===== src/hdl/i2cbm_pkg.sv =====
// ----------------------------------------------------------------------------
// i2cbm_pkg: shared types and constants for the I2C bit-level master
// Command codes, beat layouts and timing constants used by the engine and
// the streaming wrapper.
// ----------------------------------------------------------------------------
package i2cbm_pkg;

    // Command codes carried in the mode field
    typedef enum logic [2:0] {
        CMD_IDLE  = 3'd0,
        CMD_START = 3'd1,
        CMD_STOP  = 3'd2,
        CMD_WRITE = 3'd3,
        CMD_READ  = 3'd4,
        CMD_CLEAR = 3'd5
    } t_cmd;

    localparam int          DELAY_W     = 16;
    localparam int          DATA_W      = 8;
    localparam int          TDATA_W     = 16;
    localparam logic [3:0]  BIT_COUNT   = 4'd9;   // eight data clocks plus ACK clock
    localparam logic [3:0]  ACK_BIT     = 4'd8;
    localparam logic [2:0]  TOP_BIT     = 3'd7;
    localparam logic [DELAY_W-1:0] DELAY_RESET = 16'd8;

    // Input beat, last field in the lowest bits
    typedef struct packed {
        logic              sda_sample;
        logic              master_ack;
        logic [DATA_W-1:0] tx_byte;
        logic [2:0]        mode;
    } t_item;

    // Result beat, last field in the lowest bits
    typedef struct packed {
        logic              rejected;
        logic              ack_received;
        logic [DATA_W-1:0] rx_data;
        logic              done_res;
        logic              busy_res;
        logic              sda_pull_low;
        logic              scl_pull_low;
    } t_result;

    localparam int ITEM_W   = $bits(t_item);
    localparam int RESULT_W = $bits(t_result);

endpackage


===== src/hdl/i2cbm_engine.sv =====
// ----------------------------------------------------------------------------
// i2cbm_engine: I2C master line sequencer
// Holds the command state and advances it by one tick per step, producing
// the line drives and status for that tick.
// ----------------------------------------------------------------------------
module i2cbm_engine (
    input  logic                          i_clk,
    input  logic                          i_rst_n,
    input  logic                          i_step,
    input  i2cbm_pkg::t_item              i_item,
    input  logic [i2cbm_pkg::DELAY_W-1:0] i_delay,
    output i2cbm_pkg::t_result            o_res
);

    // State registers
    i2cbm_pkg::t_cmd                  r_cmd, n_cmd;
    logic [2:0]                       r_sub, n_sub;
    logic [3:0]                       r_bit, n_bit;
    logic [i2cbm_pkg::DELAY_W-1:0]    r_delay, n_delay;
    logic [i2cbm_pkg::DATA_W-1:0]     r_shift, n_shift;
    logic                             r_scl, n_scl;
    logic                             r_sda, n_sda;
    logic                             r_ack, n_ack;
    logic                             r_send_ack, n_send_ack;
    logic [i2cbm_pkg::DATA_W-1:0]     r_rx, n_rx;

    // Action position used this tick (fresh command or held one)
    i2cbm_pkg::t_cmd                  p_cmd;
    logic [2:0]                       p_sub;
    logic [3:0]                       p_bit;
    logic [i2cbm_pkg::DATA_W-1:0]     p_shift;
    logic                             p_send_ack;

    // Action results
    logic                             w_ok;
    logic [2:0]                       w_sub;
    logic [3:0]                       w_bit;
    logic [i2cbm_pkg::DATA_W-1:0]     w_shift;
    logic                             w_scl;
    logic                             w_sda;
    logic                             w_ack;

    logic                             w_valid_cmd;
    logic                             w_idle;
    logic [i2cbm_pkg::DELAY_W-1:0]    w_eff_delay;
    logic [2:0]                       w_bit_idx;
    logic                             w_done;
    logic                             w_rej;

    assign w_idle      = (r_cmd == i2cbm_pkg::CMD_IDLE);
    assign w_valid_cmd = i_item.mode inside {[i2cbm_pkg::CMD_START : i2cbm_pkg::CMD_CLEAR]};
    assign w_eff_delay = (i_delay == '0) ? i2cbm_pkg::DELAY_W'(1) : i_delay;

    // Pick the action position: a new command starts at its first action
    always_comb begin
        if (w_idle) begin
            p_cmd      = i2cbm_pkg::t_cmd'(i_item.mode);
            p_sub      = '0;
            p_bit      = '0;
            p_shift    = (i_item.mode == i2cbm_pkg::CMD_WRITE) ? i_item.tx_byte : '0;
            p_send_ack = i_item.master_ack;
        end else begin
            p_cmd      = r_cmd;
            p_sub      = r_sub;
            p_bit      = r_bit;
            p_shift    = r_shift;
            p_send_ack = r_send_ack;
        end
    end

    assign w_bit_idx = i2cbm_pkg::TOP_BIT - p_bit[2:0];

    // Carry out one action of the current command
    always_comb begin
        w_ok    = 1'b1;
        w_sub   = p_sub;
        w_bit   = p_bit;
        w_shift = p_shift;
        w_scl   = r_scl;
        w_sda   = r_sda;
        w_ack   = r_ack;
        case (p_cmd)
            i2cbm_pkg::CMD_START: begin
                w_sub = p_sub + 3'd1;
                case (p_sub)
                    3'd0: begin
                        w_sda = 1'b0;
                        w_scl = 1'b0;
                    end
                    3'd1: w_sda = 1'b1;
                    3'd2: w_scl = 1'b1;
                    default: begin
                        w_ok  = 1'b0;
                        w_sub = p_sub;
                    end
                endcase
            end
            i2cbm_pkg::CMD_STOP: begin
                w_sub = p_sub + 3'd1;
                case (p_sub)
                    3'd0: begin
                        w_sda = 1'b1;
                        w_scl = 1'b1;
                    end
                    3'd1: w_scl = 1'b0;
                    3'd2: w_sda = 1'b0;
                    default: begin
                        w_ok  = 1'b0;
                        w_sub = p_sub;
                    end
                endcase
            end
            i2cbm_pkg::CMD_WRITE: begin
                if (p_bit >= i2cbm_pkg::BIT_COUNT) begin
                    w_ok = 1'b0;
                end else begin
                    case (p_sub)
                        3'd0: w_sda = (p_bit < i2cbm_pkg::ACK_BIT) ? ~p_shift[w_bit_idx] : 1'b0;
                        3'd1: w_scl = 1'b0;
                        default: begin
                            if (p_bit == i2cbm_pkg::ACK_BIT) begin
                                w_ack = ~i_item.sda_sample;
                            end
                            w_scl = 1'b1;
                        end
                    endcase
                    // three actions per clock
                    if (p_sub >= 3'd2) begin
                        w_sub = '0;
                        w_bit = p_bit + 4'd1;
                    end else begin
                        w_sub = p_sub + 3'd1;
                    end
                end
            end
            i2cbm_pkg::CMD_READ: begin
                if (p_bit < i2cbm_pkg::ACK_BIT) begin
                    if (p_sub == 3'd0) begin
                        if (p_bit == 4'd0) begin
                            w_sda = 1'b0;
                        end
                        w_scl = 1'b0;
                    end else begin
                        w_shift = {p_shift[i2cbm_pkg::DATA_W-2:0], i_item.sda_sample};
                        w_scl   = 1'b1;
                    end
                    // two actions per data clock
                    if (p_sub >= 3'd1) begin
                        w_sub = '0;
                        w_bit = p_bit + 4'd1;
                    end else begin
                        w_sub = p_sub + 3'd1;
                    end
                end else if (p_bit == i2cbm_pkg::ACK_BIT) begin
                    case (p_sub)
                        3'd0: w_sda = p_send_ack;
                        3'd1: w_scl = 1'b0;
                        default: begin
                            w_scl = 1'b1;
                            w_sda = 1'b0;
                        end
                    endcase
                    if (p_sub >= 3'd2) begin
                        w_sub = '0;
                        w_bit = p_bit + 4'd1;
                    end else begin
                        w_sub = p_sub + 3'd1;
                    end
                end else begin
                    w_ok = 1'b0;
                end
            end
            i2cbm_pkg::CMD_CLEAR: begin
                if (p_bit >= i2cbm_pkg::BIT_COUNT) begin
                    w_ok = 1'b0;
                end else begin
                    if (p_sub == 3'd0) begin
                        if (p_bit == 4'd0) begin
                            w_sda = 1'b0;
                        end
                        w_scl = 1'b0;
                    end else begin
                        w_scl = 1'b1;
                    end
                    if (p_sub >= 3'd1) begin
                        w_sub = '0;
                        w_bit = p_bit + 4'd1;
                    end else begin
                        w_sub = p_sub + 3'd1;
                    end
                end
            end
            default: w_ok = 1'b0;
        endcase
    end

    // Accept, wait, act or finish for this tick
    always_comb begin
        n_cmd      = r_cmd;
        n_sub      = r_sub;
        n_bit      = r_bit;
        n_delay    = r_delay;
        n_shift    = r_shift;
        n_scl      = r_scl;
        n_sda      = r_sda;
        n_ack      = r_ack;
        n_send_ack = r_send_ack;
        n_rx       = r_rx;
        w_done     = 1'b0;
        w_rej      = 1'b0;
        if (w_idle) begin
            if (w_valid_cmd) begin
                n_cmd      = i2cbm_pkg::t_cmd'(i_item.mode);
                n_sub      = w_sub;
                n_bit      = w_bit;
                n_shift    = w_shift;
                n_scl      = w_scl;
                n_sda      = w_sda;
                n_ack      = w_ack;
                n_send_ack = i_item.master_ack;
                n_delay    = w_eff_delay;
            end
        end else begin
            w_rej = w_valid_cmd;
            if (r_delay > i2cbm_pkg::DELAY_W'(1)) begin
                n_delay = r_delay - i2cbm_pkg::DELAY_W'(1);
            end else if (w_ok) begin
                n_sub   = w_sub;
                n_bit   = w_bit;
                n_shift = w_shift;
                n_scl   = w_scl;
                n_sda   = w_sda;
                n_ack   = w_ack;
                n_delay = w_eff_delay;
            end else begin
                if (r_cmd == i2cbm_pkg::CMD_READ) begin
                    n_rx = r_shift;
                end
                n_cmd   = i2cbm_pkg::CMD_IDLE;
                n_sub   = '0;
                n_bit   = '0;
                n_delay = '0;
                w_done  = 1'b1;
            end
        end
    end

    // Hold state between steps
    always_ff @(posedge i_clk) begin
        if (!i_rst_n) begin
            r_cmd      <= i2cbm_pkg::CMD_IDLE;
            r_sub      <= '0;
            r_bit      <= '0;
            r_delay    <= '0;
            r_shift    <= '0;
            r_scl      <= 1'b0;
            r_sda      <= 1'b0;
            r_ack      <= 1'b0;
            r_send_ack <= 1'b0;
            r_rx       <= '0;
        end else if (i_step) begin
            r_cmd      <= n_cmd;
            r_sub      <= n_sub;
            r_bit      <= n_bit;
            r_delay    <= n_delay;
            r_shift    <= n_shift;
            r_scl      <= n_scl;
            r_sda      <= n_sda;
            r_ack      <= n_ack;
            r_send_ack <= n_send_ack;
            r_rx       <= n_rx;
        end
    end

    // Report the state after this tick
    assign o_res.scl_pull_low = n_scl;
    assign o_res.sda_pull_low = n_sda;
    assign o_res.busy_res     = (n_cmd != i2cbm_pkg::CMD_IDLE);
    assign o_res.done_res     = w_done;
    assign o_res.rx_data      = n_rx;
    assign o_res.ack_received = n_ack;
    assign o_res.rejected     = w_rej;

    // Checks
    a_done_idle: assert property (@(posedge i_clk) disable iff (!i_rst_n)
        i_step && o_res.done_res |-> !o_res.busy_res)
        else $error("engine reports done while still busy");

    a_rej_busy: assert property (@(posedge i_clk) disable iff (!i_rst_n)
        i_step && o_res.rejected |-> !w_idle)
        else $error("command rejected while idle");

    a_delay_live: assert property (@(posedge i_clk) disable iff (!i_rst_n)
        !w_idle |-> (r_delay != '0))
        else $error("busy engine with empty delay counter");

    a_bit_range: assert property (@(posedge i_clk) disable iff (!i_rst_n)
        r_bit <= i2cbm_pkg::BIT_COUNT)
        else $error("bit counter out of range");

    a_hold: assert property (@(posedge i_clk) disable iff (!i_rst_n)
        !i_step |=> $stable(r_cmd) && $stable(r_delay) && $stable(r_scl) && $stable(r_sda))
        else $error("engine state moved without a step");

endmodule


===== src/hdl/i2c_bit_level_master_core.sv =====
// ----------------------------------------------------------------------------
// i2c_bit_level_master_core: streaming I2C bit-level master
// A taken beat goes through the input register, then the result register.
// Throughput: one beat per cycle unless results stall; each is one engine tick.
// The input register and the result register decouple the two sides.
// Reset (synchronous, active low) idles the engine, releases both lines and
// sets the phase delay to 8 ticks.
// ----------------------------------------------------------------------------
module i2c_bit_level_master_core (
    input  logic                          i_clk,
    input  logic                          i_rst_n,
    // configuration: phase_delay_ticks
    input  logic                          i_cfg_wr_en,
    input  logic [i2cbm_pkg::DELAY_W-1:0] i_cfg_wr_data,
    // input stream
    input  logic                          i_s_axis_tvalid,
    output logic                          o_s_axis_tready,
    // [2:0] mode, [10:3] tx_byte, [11] master_ack, [12] sda_sample, [15:13] zero
    input  logic [i2cbm_pkg::TDATA_W-1:0] i_s_axis_tdata,
    // result stream
    output logic                          o_m_axis_tvalid,
    input  logic                          i_m_axis_tready,
    // [0] scl_pull_low, [1] sda_pull_low, [2] busy_res, [3] done_res,
    // [11:4] rx_data, [12] ack_received, [13] rejected, [15:14] zero
    output logic [i2cbm_pkg::TDATA_W-1:0] o_m_axis_tdata
);

    logic [i2cbm_pkg::DELAY_W-1:0] r_delay_cfg;
    logic                          r_in_valid;
    i2cbm_pkg::t_item              r_in_item;
    logic                          r_out_valid;
    i2cbm_pkg::t_result            r_out_res;
    i2cbm_pkg::t_result            w_res;
    logic                          w_step;
    logic                          w_in_take;

    // Move a beat into the result register when it is free or being drained
    assign w_step          = r_in_valid && (!r_out_valid || i_m_axis_tready);
    assign o_s_axis_tready = !r_in_valid || w_step;
    assign w_in_take       = i_s_axis_tvalid && o_s_axis_tready;

    // Hold the phase delay register
    always_ff @(posedge i_clk) begin
        if (!i_rst_n) begin
            r_delay_cfg <= i2cbm_pkg::DELAY_RESET;
        end else if (i_cfg_wr_en) begin
            r_delay_cfg <= i_cfg_wr_data;
        end
    end

    // Capture input beats
    always_ff @(posedge i_clk) begin
        if (!i_rst_n) begin
            r_in_valid <= 1'b0;
        end else if (o_s_axis_tready) begin
            r_in_valid <= i_s_axis_tvalid;
        end
    end

    always_ff @(posedge i_clk) begin
        if (w_in_take) begin
            r_in_item <= i2cbm_pkg::t_item'(i_s_axis_tdata[i2cbm_pkg::ITEM_W-1:0]);
        end
    end

    i2cbm_engine u_engine (
        .i_clk   (i_clk),
        .i_rst_n (i_rst_n),
        .i_step  (w_step),
        .i_item  (r_in_item),
        .i_delay (r_delay_cfg),
        .o_res   (w_res)
    );

    // Hold results until taken
    always_ff @(posedge i_clk) begin
        if (!i_rst_n) begin
            r_out_valid <= 1'b0;
        end else if (w_step) begin
            r_out_valid <= 1'b1;
        end else if (i_m_axis_tready) begin
            r_out_valid <= 1'b0;
        end
    end

    always_ff @(posedge i_clk) begin
        if (w_step) begin
            r_out_res <= w_res;
        end
    end

    assign o_m_axis_tvalid = r_out_valid;
    assign o_m_axis_tdata  = {{(i2cbm_pkg::TDATA_W - i2cbm_pkg::RESULT_W){1'b0}}, r_out_res};

endmodule

===== config.mk =====
export PLATFORM = sky130hd
export DESIGN_NAME = i2c_bit_level_master_core
export DESIGN_NICKNAME = d
export VERILOG_FILES = /design/src/hdl/i2cbm_pkg.sv /design/src/hdl/i2cbm_engine.sv /design/src/hdl/i2c_bit_level_master_core.sv
export SDC_FILE = /design/constraint.sdc
export NUM_CORES = 1
export LEC_CHECK = 0
export ABC_AREA = 1
export CAP_MARGIN = 20
export CORE_AREA = 5 5 107 109
export DETAILED_ROUTE_END_ITERATION = 6
export DIE_AREA = 0 0 112 114
export DONT_BUFFER_PORTS = 1
export GPL_ROUTABILITY_DRIVEN = 0
export GPL_TIMING_DRIVEN = 1
export PLACE_DENSITY = 0.67
export SLEW_MARGIN = 5
export SYNTH_ARGS = -nofsm -noshare
export SYNTH_HDL_FRONTEND = slang
export SYNTH_SLANG_ARGS = --single-unit

===== constraint.sdc =====
create_clock -name i_clk -period 2.3 [get_ports i_clk]
set_input_delay 0.575 -clock i_clk [delete_from_list [all_inputs] [get_ports i_clk]]
set_output_delay 0.575 -clock i_clk [all_outputs]
set_load 0.02 [all_outputs]

==> impl_metrics.env, run 1 <==
export IMPL_status="finished, final reports clean"
export IMPL_synth_enable_flop_cells=27
export IMPL_pwr_share_clk_pct=26.7
export IMPL_fin_worst_skew_ps=10.2
export IMPL_num_vias=4697
export IMPL_crit_arrival_ps=2360
export IMPL_place_ws_ps=-19.9
export IMPL_fillers=960
export IMPL_criticalPathCategory="reg2reg"
export IMPL_p_int_w=0.00267
export IMPL_cts_tree="yes"
export IMPL_cap_viol_max_count=0
export IMPL_report_final_slew_viol_count=0
export IMPL_drc=0
export IMPL_drive_gt1_share_pct=22.3
export IMPL_worstReg2RegStart="u_engine.r_cmd[1]"
export IMPL_ys_ff_latch=91
export IMPL_path_common_cell="nand2_4"
export IMPL_switchingPower_w=0.00136
export IMPL_vdd_drop_max_uv=520
export IMPL_die_h_um=114
export IMPL_post_route_util_pct=56.3
export IMPL_cpPeakStageDelay_ps=390
export IMPL_fp_coreArea_um2=10500
export IMPL_async_flop_share_pct=0
export IMPL_ios=55
export IMPL_syn_area_per_cell_um2=7.56
export IMPL_cp_start_kind="flip-flop"
export IMPL_cts_made_buffers=9
export IMPL_worst_setup_path_end_kind="flip-flop"
export IMPL_drt_iter0_drc=302
export IMPL_clock_path_buffers=2
export IMPL_cts_clk_slew_worst_paths_ps=90
export IMPL_crit_start="u_engine.r_cmd[1]"
export IMPL_powerDensity_nw_per_um2=682
export IMPL_routedWlPerCell_um=15.0
export IMPL_ys_warn_count=0
export IMPL_ant_nets=0
export IMPL_tightest_slew_ps=537
export IMPL_setup_viol_count_final=0
export IMPL_die_x_um=112
export IMPL_area_growth_pct=17.2
export IMPL_yosysSeqAreaShare_pct=41.4
export IMPL_leakage_nw=2.62
export IMPL_die_area_um2=12800
export IMPL_crit_path_cell_trace="nor2_4 > nand2_4 > buf_8 > o21ai_4 > inv_2 > nand2_4 > nand2_4 > nand2_4 > nand3_4 > nor2_1 > o22ai_1 > or3_1"
export IMPL_slew_limit_headroom_pct=64.2
export IMPL_routed_via_density=5.44
export IMPL_grt_max_degree=29
export IMPL_grt_usage_pct=19.9
export IMPL_multiInputGateArea_um2=2630
export IMPL_wl_mm=12.9
export IMPL_regArea_um2=2100
export IMPL_synthCells=668
export IMPL_cts_sinks=91
export IMPL_diodes=0
export IMPL_power_frac_seq_pct=46.4
export IMPL_antenna_found_initial=0
export IMPL_cp_max_fo=8
export IMPL_pwr_share_comb_pct=26.9
export IMPL_yosysUniqueCellTypes=50
export IMPL_cts_root_buf="clkbuf_8"
export IMPL_timing_final_crit_share_pct=97.6
export IMPL_hold_class="in2reg"
export IMPL_grt_pass1_wl_mm=20.7
export IMPL_period_minus_slack_ps=2240
export IMPL_max_freq_ghz=0.446
export IMPL_start_util_pct=48.1
export IMPL_synth_ff_type="dfxtp_1"
export IMPL_grt_setup_unrepaired="yes"
export IMPL_finalNetCount=760
export IMPL_layout_setup_ws_ps=55.6
export IMPL_grt_overflow=0
export IMPL_clk_insertion_delay_late_ps=370
export IMPL_crit_required_ps=2420
export IMPL_swShare_pct=33.8
export IMPL_cp_slowest_cell="or3_1"
export IMPL_hpwl_mm=9.39
export IMPL_port_buffers=0
export IMPL_ctsHtreeMaxLevel=3
export IMPL_num_rows=38
export IMPL_hold_violations=0
export IMPL_firstDrtPassIters=5
export IMPL_grt_pass1_vias=4315
export IMPL_min_delay_start="i_s_axis_tdata[7]"
export IMPL_syn_area_um2=5050
==> cell usage after synthesis (4+ instances only) <==
library cell	instances	share of area (%)
buf_6	4	0.89
o21ai_2	9	1.6
a31oi_1	17	2.1
ha_1	5	1.2
a221oi_1	4	0.69
dfxtp_1	64	25
buf_1	4	0.30
inv_2	8	0.59
nor3_1	9	0.89
o21ai_1	11	1.1
inv_1	71	5.3
nor4_1	6	0.74
xor2_1	10	1.7
a21oi_1	38	3.8
o211ai_1	9	1.3
nor2_1	100	7.4
nand4_1	7	0.87
nand2_1	112	8.3
a211oi_2	4	0.99
o21ai_0	44	4.4
edfxtp_1	27	16
nand3_1	30	3.0
clkbuf_1	10	0.74
nand2_2	20	2.5
==> per-layer routing <==
layer / wire, um / global-route usage, % / vias to the layer above
met5: 0 / 0 / -
met4: 264 / 7.29 / 0
met3: 629 / 3.29 / 25
met2: 6030 / 31.5 / 154
met1: 6010 / 27.6 / 2174
li1: - / - / 2344
==> stage by stage <==
step                TNS (ps)  hold slack [ps]  power, W  cells  area, um^2
finish                     0              296   0.00404    863        5920
global route            -350              274   0.00426    863        5920
CTS                        0              280   0.00398    853        5720
detailed placement     -60.6              442   0.00288    836        5480
global placement           0              431   0.00287    836        5480
floorplan                  0              425   0.00260    669        5060
==> repair_timing <==
item,4_1_cts,5_1_grt
pin swaps,0,5
setup buffers,1,9
endpoints found under the setup margin,14,32
hold buffers,0,0
resized for setup,6,34
gates cloned,0,1
==> cells in the final DEF (no fill, tap or decap), types with 3 or more instances in the layout <==
| cell type | synthesis | final |
|---|---|---|
| nand2_1 | 112 | 105 |
| nor2_1 | 100 | 98 |
| inv_1 | 71 | 69 |
| dfxtp_1 | 64 | 61 |
| buf_4 | 3 | 56 |
| o21ai_0 | 44 | 41 |
| a21oi_1 | 38 | 37 |
| edfxtp_1 | 27 | 27 |
| nand3_1 | 30 | 26 |
| nand2_2 | 20 | 22 |
| a31oi_1 | 17 | 17 |
| o21ai_1 | 11 | 14 |
| clkbuf_8 | 0 | 12 |
| inv_2 | 8 | 10 |
| xor2_1 | 10 | 10 |
| o21ai_2 | 9 | 9 |
| o211ai_1 | 9 | 9 |
| nand2_4 | 3 | 8 |
| nor3_1 | 9 | 7 |
| nand4_1 | 7 | 7 |
| nor4_1 | 6 | 6 |
| a211oi_2 | 4 | 5 |
| ha_1 | 5 | 5 |
| nor2_4 | 3 | 4 |
| nand3_2 | 0 | 4 |
| a21oi_2 | 2 | 3 |
| nor2_2 | 2 | 3 |
| o22ai_1 | 3 | 3 |
| dfxtp_2 | 0 | 3 |
==> worst max-delay path, delay by kind of cell, from the launching register on <==
family,cells,cell delay [ps]
and+or+nand+nor,8,1120
DFF,1,350
AOI/OAI and AO/OA,2,280
buffers and inverters,2,250
==> kinds of logic after synthesis <==
family                     count (synthesis)  synth area share [%]
adders and majority gates                  5                  1.24
xor gates and xnor gates                  10                  1.73
DFF                                       91                  41.4
buffers and inverters                    106                  8.79
AOI/OAI and AO/OA                        153                  18.7
muxes                                      2                 0.396
and+or+nand+nor                          300                  27.6
other                                      1                0.0742
==> registers in the layout, indices dropped and copies added, names as in the netlist, 3 cells and up <==
| name | flops |
|---|---|
| u_engine.r_sub | 3 |
| o_m_axis_tdata | 14 |
| u_engine.r_bit | 4 |
| r_in_item | 13 |
| u_engine.r_shift | 8 |
| u_engine.r_cmd | 3 |
| u_engine.r_delay | 16 |
| u_engine.r_rx | 8 |
| r_delay_cfg | 16 |
==> cell type report <==
type | count | area share (%)
Sequential cell | 91 | 35.4
Multi-Input combinational cell | 472 | 44.4
Timing Repair Buffer | 61 | 8.50
Tap cell | 140 | 2.96
Clock buffer | 12 | 2.79
Inverter | 83 | 5.43
Clock inverter | 4 | 0.528
==> power groups by stage <==
stage / sequential [W] / combinational [W] / clock [W]
6_report: 0.00187 / 0.00109 / 0.00108
5_1_grt: 0.00189 / 0.00119 / 0.00118
4_1_cts: 0.00187 / 0.000997 / 0.00111
3_5_place_dp: 0.00191 / 0.000977 / 0
3_3_place_gp: 0.00190 / 0.000963 / 0
2_1_floorplan: 0.00188 / 0.000719 / 0
==> worst paths after layout <==
| kind | endpoint | slack (ps) | cells past startpoint |
|---|---|---|---|
| worst min register to register | u_engine.r_send_ack | 460 | 2 |
| worst min-delay path | r_in_item[7] | 300 | 0 |
| worst max-delay path | o_m_axis_tdata[2] | 60 | 12 |
| worst max register to register | o_m_axis_tdata[2] | 60 | 12 |
Power figures use the tool's default switching activity.
==> run 2, diff against run 1 <==
CORE_AREA = 5 5 109 111   (was 5 5 107 109)
DIE_AREA = 0 0 114 116   (was 0 0 112 114)
SYNTH_HIERARCHICAL = 1   (was unset)
==> run 2 against run 1 <==
  * Utilization grew 1.6 points
  * Design area increased by 4.7%
  * Synthesized cell count up 12%
  * Sequential share of layout area is 1.6 points lower
  * Via count rose by 7.5%
  * First-iteration DRC count grew 18%
  * Non-clock buffer count increased by 2
  * Critical path type unchanged
  * Critical endpoint is now o_m_axis_tdata[8]
==> impl_metrics.env, run 2 <==
export IMPL_criticalPathCategory="reg2reg"
export IMPL_ctsHtreeMaxLevel=3
export IMPL_powerDensity_nw_per_um2=657
export IMPL_crit_path_cell_trace="nor2_4 > nand2_8 > nand2_8 > inv_4 > ha_4 > nand2_4 > nand2_4 > nor2_4 > inv_2 > nand2_4 > nand3_4 > nor2_4 > nand2_4 > nand2_2 > nand2_1"
export IMPL_status="finished, final reports clean"
export IMPL_routedWlPerCell_um=14.3
export IMPL_fillers=1025
export IMPL_cts_clk_slew_worst_paths_ps=100
export IMPL_synth_enable_flop_cells=27
export IMPL_worst_path_buf_inv=2
export IMPL_grt_usage_pct=20.4
export IMPL_clk_insertion_delay_late_ps=380
export IMPL_grt_max_degree=40
export IMPL_cts_root_buf="clkbuf_8"
export IMPL_cts_made_buffers=9
export IMPL_slew_limit_headroom_pct=59.0
export IMPL_swShare_pct=35.1
export IMPL_fp_coreArea_um2=10700
export IMPL_synth_top_area_share_pct=24.6
export IMPL_cp_slowest_cell="dfxtp_2"
export IMPL_grt_setup_unrepaired="yes"
export IMPL_hold_class="in2reg"
export IMPL_antenna_found_initial=2
export IMPL_area_growth_pct=19.0
export IMPL_finalNetCount=839
export IMPL_drive_gt1_share_pct=19.8
export IMPL_ant_nets=0
export IMPL_wl_mm=13.4
export IMPL_switchingPower_w=0.00143
export IMPL_pwr_share_clk_pct=25.2
export IMPL_mostFrequentLayoutCells="nand2_1, nor2_1, inv_1, dfxtp_1, o21ai_0"
export IMPL_yosysSeqAreaShare_pct=40.2
export IMPL_firstDrtPassIters=5
export IMPL_syn_area_um2=5210
export IMPL_yosysTopAreaCell="dfxtp_1"
export IMPL_grt_overflow=0
export IMPL_max_freq_ghz=0.440
export IMPL_cap_viol_max_count=0
export IMPL_ys_ff_latch=91
export IMPL_grt_pass1_wl_mm=21.9
export IMPL_tightest_slew_ps=612
export IMPL_async_flop_share_pct=0
export IMPL_pwr_share_comb_pct=28.6
export IMPL_worst_setup_path_end_kind="flip-flop"
export IMPL_final_common_cell="nand2_1"
export IMPL_grt_pass1_vias=4745
export IMPL_period_minus_slack_ps=2270
export IMPL_crit_arrival_ps=2420
export IMPL_cp_start_kind="flip-flop"
export IMPL_fin_worst_skew_ps=15.8
export IMPL_drc=0
export IMPL_start_util_pct=48.7
export IMPL_dp_cells=899
export IMPL_power_frac_seq_pct=46.2
export IMPL_p_int_w=0.00264
export IMPL_vdd_drop_max_uv=529
export IMPL_die_area_um2=13200
export IMPL_setup_viol_count_final=0
export IMPL_path_common_cell="nand2_4"
export IMPL_hold_violations=0
export IMPL_multiInputGateArea_um2=2880
export IMPL_fin_cells=939
export IMPL_clock_path_buffers=2
export IMPL_num_vias=5051
export IMPL_routed_via_density=5.38
export IMPL_leakage_nw=2.87
export IMPL_timing_final_crit_share_pct=98.8
export IMPL_cpPeakStageDelay_ps=350
export IMPL_synthCells=749
export IMPL_crit_required_ps=2450
export IMPL_syn_area_per_cell_um2=6.95
export IMPL_port_buffers=0
export IMPL_hpwl_mm=9.53
export IMPL_cp_max_fo=8
export IMPL_cts_sinks=91
export IMPL_yosysUniqueCellTypes=44
export IMPL_synthTopCellsByCount="nand2_1, nor2_1, inv_1"
export IMPL_die_x_um=114
export IMPL_yosysMostFrequentCell="nand2_1"
export IMPL_die_h_um=116
export IMPL_path_delay_family="simple AND/OR/NAND/NOR gates"
export IMPL_num_rows=38
export IMPL_cts_tree="yes"
export IMPL_synth_area_leaders="dfxtp_1, edfxtp_1, nand2_1"
export IMPL_regArea_um2=2090
export IMPL_ys_warn_count=6
export IMPL_post_route_util_pct=57.9
export IMPL_drt_iter0_drc=355
export IMPL_ios=55
export IMPL_synth_ff_type="dfxtp_1"
export IMPL_report_final_slew_viol_count=0
[run 2: changes by cell type in the layout (fill, tap and decap cells not counted), moves of 5 or more]
cell,change
a211oi_2,-5
a21oi_1,+15
a31oi_1,-11
nand2_1,+44
nand2_2,-7
nand3_1,+30
nand4_1,+5
nor2_1,-8
o211ai_1,-7
o21ai_0,+19
o21ai_2,-8
xor2_1,-5
[run 2: power groups by stage]
| stage | registers [W] | logic, W | clock network [W] |
|---|---|---|---|
| after floorplan | 0.00189 | 0.000742 | 0 |
| after global placement | 0.00191 | 0.000985 | 0 |
| after detailed placement | 0.00191 | 0.00101 | 0 |
| after CTS | 0.00188 | 0.00105 | 0.00105 |
| after global routing | 0.00190 | 0.00130 | 0.00112 |
| final | 0.00188 | 0.00116 | 0.00102 |
[run 2: timing repair]
item                                   CTS  global route
endpoints found under the hold margin    0             0
gates cloned                             0             0
hold buffers                             0             0
setup endpoints to repair               33            55
buffers inserted                         6            19
resized for setup                       23            58
pin swaps                               10            31
[run 2: final cells by class]
| type | instances | share of cell area (%) |
|---|---|---|
| multi-input cells | 540 | 46.5 |
| flip-flops and latches | 91 | 33.8 |
| repair buffers | 63 | 8.22 |
| inverters | 88 | 5.77 |
| well taps | 140 | 2.83 |
| clock buffers | 10 | 2.06 |
| clock inverters | 6 | 0.808 |
| diodes | 1 | 0.0404 |
[run 2: layer usage]
metal	GRT usage [%]	wire length, um
met5	0	0
met4	6.57	312
met3	4.75	837
met2	35.2	6550
met1	25.2	5690
[run 2: final timing paths]
kind,from,to,slack [ps],depth (start not counted)
setup reg to reg,u_engine/r_cmd[0],o_m_axis_tdata[8],30,15
setup / recovery,u_engine/r_cmd[0],o_m_axis_tdata[8],30,15
hold / removal,i_s_axis_tdata[8],r_in_item[8],280,0
hold reg to reg,u_engine/r_send_ack,u_engine/r_send_ack,480,2
[run 2: logic make-up after synthesis]
| logic type | Yosys count | share of synthesized area (%) |
|---|---|---|
| buf+inv | 119 | 9.78 |
| fa+ha+maj | 9 | 2.16 |
| mux | 2 | 0.385 |
| flops | 91 | 40.2 |
| xor+xnor | 9 | 1.51 |
| simple gates | 367 | 30.5 |
| other cells | 1 | 0.0720 |
| compound gates | 151 | 15.4 |
[run 2: worst reg2reg max path: cells and delay by family (launching register included)]
| family | cells | cell delay [ps] |
|---|---|---|
| adder cells (fa/ha/maj) | 1 | 160 |
| AND/OR/NAND/NOR | 12 | 1440 |
| flip-flops | 1 | 350 |
| buffers and inverters | 2 | 90 |
[run 2: stage by stage]
stage | hold slack [ps] | area, um^2 | setup WS (ps) | setup TNS, ps | power, W
2_1_floorplan | 445 | 5230 | 25.4 | 0 | 0.00263
6_report | 281 | 6200 | 26.9 | 0 | 0.00407
3_5_place_dp | 459 | 5550 | -164 | -2780 | 0.00292
5_1_grt | 257 | 6200 | -85.2 | -1420 | 0.00432
4_1_cts | 270 | 5830 | 14.4 | 0 | 0.00397
3_3_place_gp | 464 | 5550 | -58.1 | -607 | 0.00289
